## src/rtl/scpa_pkg.sv

```systemverilog
// Package: types, widths, status codes and register indexes of the size class pool allocator.
`timescale 1ns / 1ps
package scpa_pkg;

  localparam int NUM_CLASSES  = 4;
  localparam int MAX_SLOTS    = 16;
  localparam int HEADER_BYTES = 32;

  localparam int CLS_W  = 2;
  localparam int SLOT_W = 4;
  localparam int SIZE_W = 16;
  localparam int CNT_W  = 5;
  localparam int OFF_W  = 23;
  localparam int ST_W   = 2;
  localparam int IDX_W  = 3;
  localparam int LIM_W  = MAX_SLOTS + 1;

  typedef logic [ST_W-1:0]      status_t;
  typedef logic [MAX_SLOTS-1:0] slot_map_t;
  typedef logic [SIZE_W-1:0]    size_t;
  typedef logic [CNT_W-1:0]     count_t;
  typedef logic [OFF_W-1:0]     offset_t;

  localparam status_t ST_OK      = 2'd0;
  localparam status_t ST_NOMATCH = 2'd1;
  localparam status_t ST_FULL    = 2'd2;
  localparam status_t ST_BADFREE = 2'd3;

  localparam logic FUNC_ALLOC = 1'b0;
  localparam logic FUNC_FREE  = 1'b1;

  localparam logic [IDX_W-1:0] REG_SIZE_BASE  = 3'd0;
  localparam logic [IDX_W-1:0] REG_COUNT_BASE = 3'd4;

  typedef struct packed {
    logic             func;
    status_t          status;
    logic [CLS_W-1:0]  cls;
    logic [SLOT_W-1:0] slot;
  } grant_t;

endpackage

```

## src/rtl/size_class_pool_allocator_core.sv

```systemverilog
// Top level: size class pool allocator with registered decision and offset stages.
//
// Usage: a transaction enters on start while busy is low; busy is always low, so one
// allocate or free request may enter in every cycle. in_func selects allocate (match
// in_req_size exactly against the enabled size classes, take the lowest free slot) or
// free (clear the used mark of in_free_class / in_free_slot).
// Each request gives exactly one result on out_status, out_got_class, out_got_slot and
// out_user_offset, marked by out_valid for one cycle, after the decision and offset
// stages. The sustained rate is one request per cycle: the used bitmaps are read and
// updated in the single decision stage, so each request sees the effect of the one
// before it. The byte offset is formed in the following stage from per-class region
// sizes held in registers.
// The configuration port (cfg_we, cfg_index, cfg_wdata) writes sizes at indexes 0..3
// and block counts at indexes 4..7; write it only while no request is in flight.
// Reset (rst_n low, synchronous) clears all sizes, counts and used bitmaps and drops
// any request in flight. The receiver cannot stall; results are never held.
`timescale 1ns / 1ps
module size_class_pool_allocator_core
  import scpa_pkg::*;
(
  input  logic              clk,
  input  logic              rst_n,
  input  logic              start,
  output logic              busy,
  input  logic              in_func,
  input  logic [SIZE_W-1:0] in_req_size,
  input  logic [CLS_W-1:0]  in_free_class,
  input  logic [SLOT_W-1:0] in_free_slot,
  input  logic              cfg_we,
  input  logic [IDX_W-1:0]  cfg_index,
  input  logic [SIZE_W-1:0] cfg_wdata,
  output logic              out_valid,
  output logic [ST_W-1:0]   out_status,
  output logic [CLS_W-1:0]  out_got_class,
  output logic [SLOT_W-1:0] out_got_slot,
  output logic [OFF_W-1:0]  out_user_offset
);

  size_t     size_r  [NUM_CLASSES];
  count_t    count_r [NUM_CLASSES];
  slot_map_t used_r  [NUM_CLASSES];
  slot_map_t used_nxt[NUM_CLASSES];
  offset_t   prod_r  [NUM_CLASSES];
  count_t    eff     [NUM_CLASSES];
  slot_map_t lim     [NUM_CLASSES];

  logic              in_vld_r;
  logic              in_func_r;
  logic [SIZE_W-1:0] in_req_size_r;
  logic [CLS_W-1:0]  in_free_class_r;
  logic [SLOT_W-1:0] in_free_slot_r;

  logic   s1_vld_r;
  grant_t grant_r;
  grant_t grant_nxt;

  logic              out_valid_r;
  status_t           out_status_r;
  logic [CLS_W-1:0]  out_got_class_r;
  logic [SLOT_W-1:0] out_got_slot_r;
  offset_t           out_user_offset_r;

  logic              hit;
  logic [CLS_W-1:0]  hit_cls;
  slot_map_t         open_map;
  logic [SLOT_W-1:0] open_slot;
  logic              free_bad;
  offset_t           base;
  offset_t           stride;
  offset_t           user_off;

  assign busy = 1'b0;

  // Configuration registers and per-class region sizes
  always_ff @(posedge clk) begin
    if (!rst_n) begin
      for (int c = 0; c < NUM_CLASSES; c++) begin
        size_r[c]  <= '0;
        count_r[c] <= '0;
      end
    end else if (cfg_we) begin
      if (cfg_index < REG_COUNT_BASE) begin
        size_r[CLS_W'(cfg_index - REG_SIZE_BASE)] <= cfg_wdata;
      end else begin
        count_r[CLS_W'(cfg_index - REG_COUNT_BASE)] <= cfg_wdata[CNT_W-1:0];
      end
    end
  end

  always_comb begin
    logic [LIM_W-1:0] wide;
    for (int c = 0; c < NUM_CLASSES; c++) begin
      if (size_r[c] == '0) begin
        eff[c] = '0;
      end else if (count_r[c] > CNT_W'(MAX_SLOTS)) begin
        eff[c] = CNT_W'(MAX_SLOTS);
      end else begin
        eff[c] = count_r[c];
      end
      wide   = (LIM_W'(1) << eff[c]) - LIM_W'(1);
      lim[c] = wide[MAX_SLOTS-1:0];
    end
  end

  always_ff @(posedge clk) begin
    for (int c = 0; c < NUM_CLASSES; c++) begin
      prod_r[c] <= OFF_W'(eff[c]) * (OFF_W'(size_r[c]) + OFF_W'(HEADER_BYTES));
    end
  end

  // Input register
  always_ff @(posedge clk) begin
    if (!rst_n) begin
      in_vld_r <= 1'b0;
    end else begin
      in_vld_r <= start && !busy;
    end
  end

  always_ff @(posedge clk) begin
    if (start && !busy) begin
      in_func_r       <= in_func;
      in_req_size_r   <= in_req_size;
      in_free_class_r <= in_free_class;
      in_free_slot_r  <= in_free_slot;
    end
  end

  // Decision stage: class match, slot search, bitmap update
  always_comb begin
    hit     = 1'b0;
    hit_cls = '0;
    for (int c = NUM_CLASSES - 1; c >= 0; c--) begin
      if (size_r[c] != '0 && size_r[c] == in_req_size_r) begin
        hit     = 1'b1;
        hit_cls = CLS_W'(c);
      end
    end
    open_map  = ~used_r[hit_cls] & lim[hit_cls];
    open_slot = '0;
    for (int s = MAX_SLOTS - 1; s >= 0; s--) begin
      if (open_map[s]) begin
        open_slot = SLOT_W'(s);
      end
    end
    free_bad = ((CLS_W + 1)'(in_free_class_r) >= (CLS_W + 1)'(NUM_CLASSES)) ||
               (CNT_W'(in_free_slot_r) >= eff[in_free_class_r]) ||
               !used_r[in_free_class_r][in_free_slot_r];

    for (int c = 0; c < NUM_CLASSES; c++) begin
      used_nxt[c] = used_r[c];
    end
    grant_nxt.func   = in_func_r;
    grant_nxt.status = ST_OK;
    grant_nxt.cls    = '0;
    grant_nxt.slot   = '0;

    if (in_func_r == FUNC_ALLOC) begin
      if (!hit) begin
        grant_nxt.status = ST_NOMATCH;
      end else if (open_map == '0) begin
        grant_nxt.status = ST_FULL;
      end else begin
        grant_nxt.cls  = hit_cls;
        grant_nxt.slot = open_slot;
        if (in_vld_r) begin
          used_nxt[hit_cls][open_slot] = 1'b1;
        end
      end
    end else begin
      if (free_bad) begin
        grant_nxt.status = ST_BADFREE;
      end else begin
        grant_nxt.cls  = in_free_class_r;
        grant_nxt.slot = in_free_slot_r;
        if (in_vld_r) begin
          used_nxt[in_free_class_r][in_free_slot_r] = 1'b0;
        end
      end
    end
  end

  always_ff @(posedge clk) begin
    if (!rst_n) begin
      s1_vld_r <= 1'b0;
      for (int c = 0; c < NUM_CLASSES; c++) begin
        used_r[c] <= '0;
      end
    end else begin
      s1_vld_r <= in_vld_r;
      for (int c = 0; c < NUM_CLASSES; c++) begin
        used_r[c] <= used_nxt[c];
      end
    end
  end

  always_ff @(posedge clk) begin
    grant_r <= grant_nxt;
  end

  // Offset stage
  always_comb begin
    base = '0;
    for (int c = 0; c < NUM_CLASSES; c++) begin
      if (CLS_W'(c) < grant_r.cls) begin
        base = base + prod_r[c];
      end
    end
    stride   = OFF_W'(size_r[grant_r.cls]) + OFF_W'(HEADER_BYTES);
    user_off = base + OFF_W'(grant_r.slot) * stride + OFF_W'(HEADER_BYTES);
  end

  always_ff @(posedge clk) begin
    if (!rst_n) begin
      out_valid_r <= 1'b0;
    end else begin
      out_valid_r <= s1_vld_r;
    end
  end

  always_ff @(posedge clk) begin
    out_status_r <= grant_r.status;
    if (grant_r.status == ST_OK) begin
      out_got_class_r   <= grant_r.cls;
      out_got_slot_r    <= grant_r.slot;
      out_user_offset_r <= user_off;
    end else begin
      out_got_class_r   <= '0;
      out_got_slot_r    <= '0;
      out_user_offset_r <= '0;
    end
  end

  assign out_valid       = out_valid_r;
  assign out_status      = out_status_r;
  assign out_got_class   = out_got_class_r;
  assign out_got_slot    = out_got_slot_r;
  assign out_user_offset = out_user_offset_r;

  a_out_follows: assert property (@(posedge clk) disable iff (!rst_n)
    s1_vld_r |=> out_valid)
    else $error("result strobe missing after decision");

  a_fail_zero: assert property (@(posedge clk) disable iff (!rst_n)
    out_valid && out_status != ST_OK |->
      out_got_class == '0 && out_got_slot == '0 && out_user_offset == '0)
    else $error("failed transaction carries nonzero fields");

  a_alloc_marks: assert property (@(posedge clk) disable iff (!rst_n)
    s1_vld_r && grant_r.status == ST_OK && grant_r.func == FUNC_ALLOC |->
      used_r[grant_r.cls][grant_r.slot])
    else $error("allocated slot not marked used");

  a_free_clears: assert property (@(posedge clk) disable iff (!rst_n)
    s1_vld_r && grant_r.status == ST_OK && grant_r.func == FUNC_FREE |->
      !used_r[grant_r.cls][grant_r.slot])
    else $error("freed slot still marked used");

endmodule
```

## config.mk

```make
export PLATFORM = sky130hd
export DESIGN_NAME = size_class_pool_allocator_core
export DESIGN_NICKNAME = d
export VERILOG_FILES = /design/src/rtl/scpa_pkg.sv /design/src/rtl/size_class_pool_allocator_core.sv
export SDC_FILE = /design/constraint.sdc
export NUM_CORES = 2
export LEC_CHECK = 0
export ABC_AREA = 1
export BUFFER_PORTS_ARGS = -buffer_cell sky130_fd_sc_hd__buf_2
export CORE_MARGIN = 8
export CORE_UTILIZATION = 40
export CTS_CLUSTER_DIAMETER = 50
export DETAILED_ROUTE_END_ITERATION = 12
export PLACE_DENSITY = 0.59
export RECOVER_POWER = 100
export SLEW_MARGIN = 20
export SYNTH_ARGS = -nofsm -noshare
export SYNTH_HDL_FRONTEND = slang
export SYNTH_SLANG_ARGS = --single-unit
```

## constraint.sdc

```tcl
create_clock -name clk -period 10.9 [get_ports clk]
set_input_delay 2.18 -clock clk [delete_from_list [all_inputs] [get_ports clk]]
set_output_delay 2.18 -clock clk [all_outputs]
set_load 0.01 [all_outputs]
```

==> results.sh <==
export IMPL_yosys_area_share_xor_xnor_pct=4.67
export IMPL_fin_crit_sh_pct=76.0
export IMPL_cts_resized=0
export IMPL_setup_violations=0
export IMPL_start_util_pct=40.1
export IMPL_violations="max-capacitance violations, max-slew violations"
export IMPL_setup_tns_ps=0
export IMPL_p_total_w=0.00457
export IMPL_cp_start_kind="register"
export IMPL_switchingPower_w=0.00180
export IMPL_yosys_warnings=0
export IMPL_cp_max_fo=42
export IMPL_ios=79
export IMPL_synth_net_count=4290
export IMPL_htreeDepth=2
export IMPL_switching_share_pct=39.5
export IMPL_clk_pin_slew_ps=50
export IMPL_layout_commonest_cell="nand2_1"
export IMPL_worstPathRequired_ps=11380
export IMPL_peakVddDrop_mv=0.122
export IMPL_final_cell_mix="nand2_1 (740), nor2_1 (590), inv_1 (571)"
export IMPL_cpMaxStageDelayCell="nor2_1"
export IMPL_area_growth_synth_to_final_pct=8.91
export IMPL_std_cell_rows=97
export IMPL_synth_edf_count=107
export IMPL_critPathArrivalTime_ps=8760
export IMPL_clk_path_buf_depth=3
export IMPL_portBuffers=77
export IMPL_insertion_delay_ps=580
export IMPL_cts_setup_buffers=0
export IMPL_async_flop_share_pct=0
export IMPL_place_gp_congestion=0.975
export IMPL_hp_class="register to register"
export IMPL_num_vias=25700
export IMPL_dp_slack_ps=2680
export IMPL_layout_min_cycle_time_ps=8280
export IMPL_finalHoldWorstSlack_ps=372
export IMPL_worstMarginPinSlew_ps=2480
export IMPL_cp_end_kind="register"
export IMPL_hold_violations=0
export IMPL_cts_root_buf="clkbuf_16"
export IMPL_dr_pass1_iters=6
export IMPL_ys_types=75
export IMPL_synth_top_flop_cell="dfxtp_1"
export IMPL_final_util_pct=43.7
export IMPL_gr_total_overflow=0
export IMPL_die_y_um=280
export IMPL_relSlewSlack_pct=-65.5
export IMPL_synth_area_per_cell_um2=7.23
export IMPL_p_int_w=0.00276
export IMPL_synth_simple_gate_area_share_pct=24.8
export IMPL_core_mm2=0.0697
export IMPL_ys_ff_latch=281
export IMPL_path_common_cell="nand2_1"
export IMPL_antenna_found_initial=4
export IMPL_max_freq_ghz=0.121
export IMPL_antenna_left=0
export IMPL_grt_max_degree=69
export IMPL_cts_hold_buf=0
export IMPL_slew_viol_final=108
export IMPL_worst_slack_ps=2620
export IMPL_avgRoutedWirePerCell_um=19.1
export IMPL_synth_cells=3867
export IMPL_power_leakage_nw=14.5
export IMPL_die_w_um=280
export IMPL_outcome="finished, violations left"
export IMPL_dieArea_mm2=0.0786
export IMPL_slowest_delay_ps=940
export IMPL_cts_num_sinks=281
export IMPL_vias_per_cell=5.29
export IMPL_drc_errors=0
export IMPL_fin_nets=4305
export IMPL_rsz0062_at_grt="false"
export IMPL_syn_area_mm2=0.0280
export IMPL_power_frac_seq_pct=29.7
export IMPL_cts_tree="done"
export IMPL_comb_power_share_pct=38.2
export IMPL_drive_gt1_share_pct=6.69
export IMPL_routed_wl_um=92900
export IMPL_synth_top_family_by_area="simple AND/OR/NAND/NOR gates"
export IMPL_gr_usage_all_layers_pct=23.2
export IMPL_seq_area_frac_synth_pct=24.0
export IMPL_grt_pass1_vias=24500
export IMPL_grt_pass1_wl_um=143000
export IMPL_fin_skew_ps=47.5
export IMPL_power_per_cell_area_mw_per_mm2=150
export IMPL_p_clk_share_pct=32.2
export IMPL_synthAdderAreaFrac_pct=21.9
export IMPL_hpwl_um=73800
export IMPL_synthMuxAreaShare_pct=0.0716
export IMPL_drt_iter0_markers=2668
export IMPL_synth_compound_area_share_pct=14.0
export IMPL_maxCapViolations=3
export IMPL_path_class="register to register"
export IMPL_cts_inserted_buffers=44
[cell type report]
type	instances	area [µm²]
timing repair buffer	97	462
antenna	1	2.50
sequential	281	6700
clock inverter	32	415
tap	940	1180
inverter	615	2310
multi-input combinational	2843	18300
clock buffer	47	1120
fill	7280	39200
[registers in the layout, summed over array words and instances, names as in the netlist, named ones only]
name / flops
size_r: 64
out_got_class: 2
in_free_slot_r: 4
prod_r: 66
out_user_offset: 23
in_func_r: 1
out_valid: 1
s1_vld_r: 1
grant_r: 8
in_vld_r: 1
used_r: 64
out_status: 2
count_r: 20
out_got_slot: 4
in_req_size_r: 16
in_free_class_r: 2
[path summary, 6_finish.rpt]
check / endpoint / slack (ps) / cells past startpoint / from
hold / removal: out_status[1] / 370 / 0 / grant_r[7]
setup reg to reg: out_user_offset[22] / 2620 / 46 / grant_r[5]
setup / recovery: out_user_offset[22] / 2620 / 46 / grant_r[5]
hold reg to reg: out_status[1] / 370 / 0 / grant_r[7]
[cell usage after synthesis (49+ instances only)]
cell type / n / share of area, %
o21ai_0: 193 / 3.5
nand4_1: 81 / 1.8
a21oi_1: 216 / 3.9
nor2_1: 585 / 7.9
nand2_1: 738 / 9.9
clkbuf_1: 58 / 0.78
ha_1: 191 / 8.5
xor2_1: 98 / 3.1
inv_1: 563 / 7.6
xnor2_1: 51 / 1.6
nand3_1: 115 / 2.1
o21ai_1: 81 / 1.5
nor3_1: 49 / 0.88
edfxtp_1: 107 / 11
dfxtp_1: 174 / 12
fa_1: 186 / 13
[cell families (layout without fill, tap and decap cells)]
| kind of cell | Yosys count | in the layout |
|---|---|---|
| other cells | 1 | 2 |
| xor+xnor | 149 | 149 |
| fa+ha+maj | 377 | 377 |
| buf+inv | 743 | 791 |
| mux | 2 | 2 |
| compound gates | 665 | 665 |
| simple gates | 1649 | 1649 |
| flops | 281 | 281 |
[power groups by stage]
stage	Clock [W]	Combinational (W)	Sequential [W]
2_1_floorplan	0	0.00131	0.00131
6_report	0.00147	0.00174	0.00136
3_3_place_gp	0	0.00171	0.00137
4_1_cts	0.00150	0.00174	0.00135
3_5_place_dp	0	0.00172	0.00137
5_1_grt	0.00154	0.00198	0.00136
[layer usage]
layer / GRT usage (%) / share of wire (%) / routed length [µm] / vias up
met5: 0 / 0 / 0 / -
met4: 7.26 / 3.1 / 2860 / 0
met3: 3.43 / 8.4 / 7820 / 171
met2: 35.2 / 42 / 38900 / 1121
met1: 33.7 / 47 / 43300 / 11900
li1: - / - / - / 12500
[through the flow]
| step | instance area, µm² | std cells |
|---|---|---|
| final | 30400 | 4856 |
| after global routing | 30400 | 4856 |
| after CTS | 30600 | 4855 |
| after detailed placement | 29000 | 4776 |
| after global placement | 29000 | 4776 |
| after floorplan | 28000 | 3867 |
[worst max-delay path: cells and delay by family, from the launching register on]
family | cells | cell delay (ps)
flops | 1 | 290
simple gates | 18 | 2400
fa+ha+maj | 6 | 2340
compound gates | 13 | 2240
buf+inv | 7 | 560
xor+xnor | 2 | 320
Power figures use the tool's default switching activity.
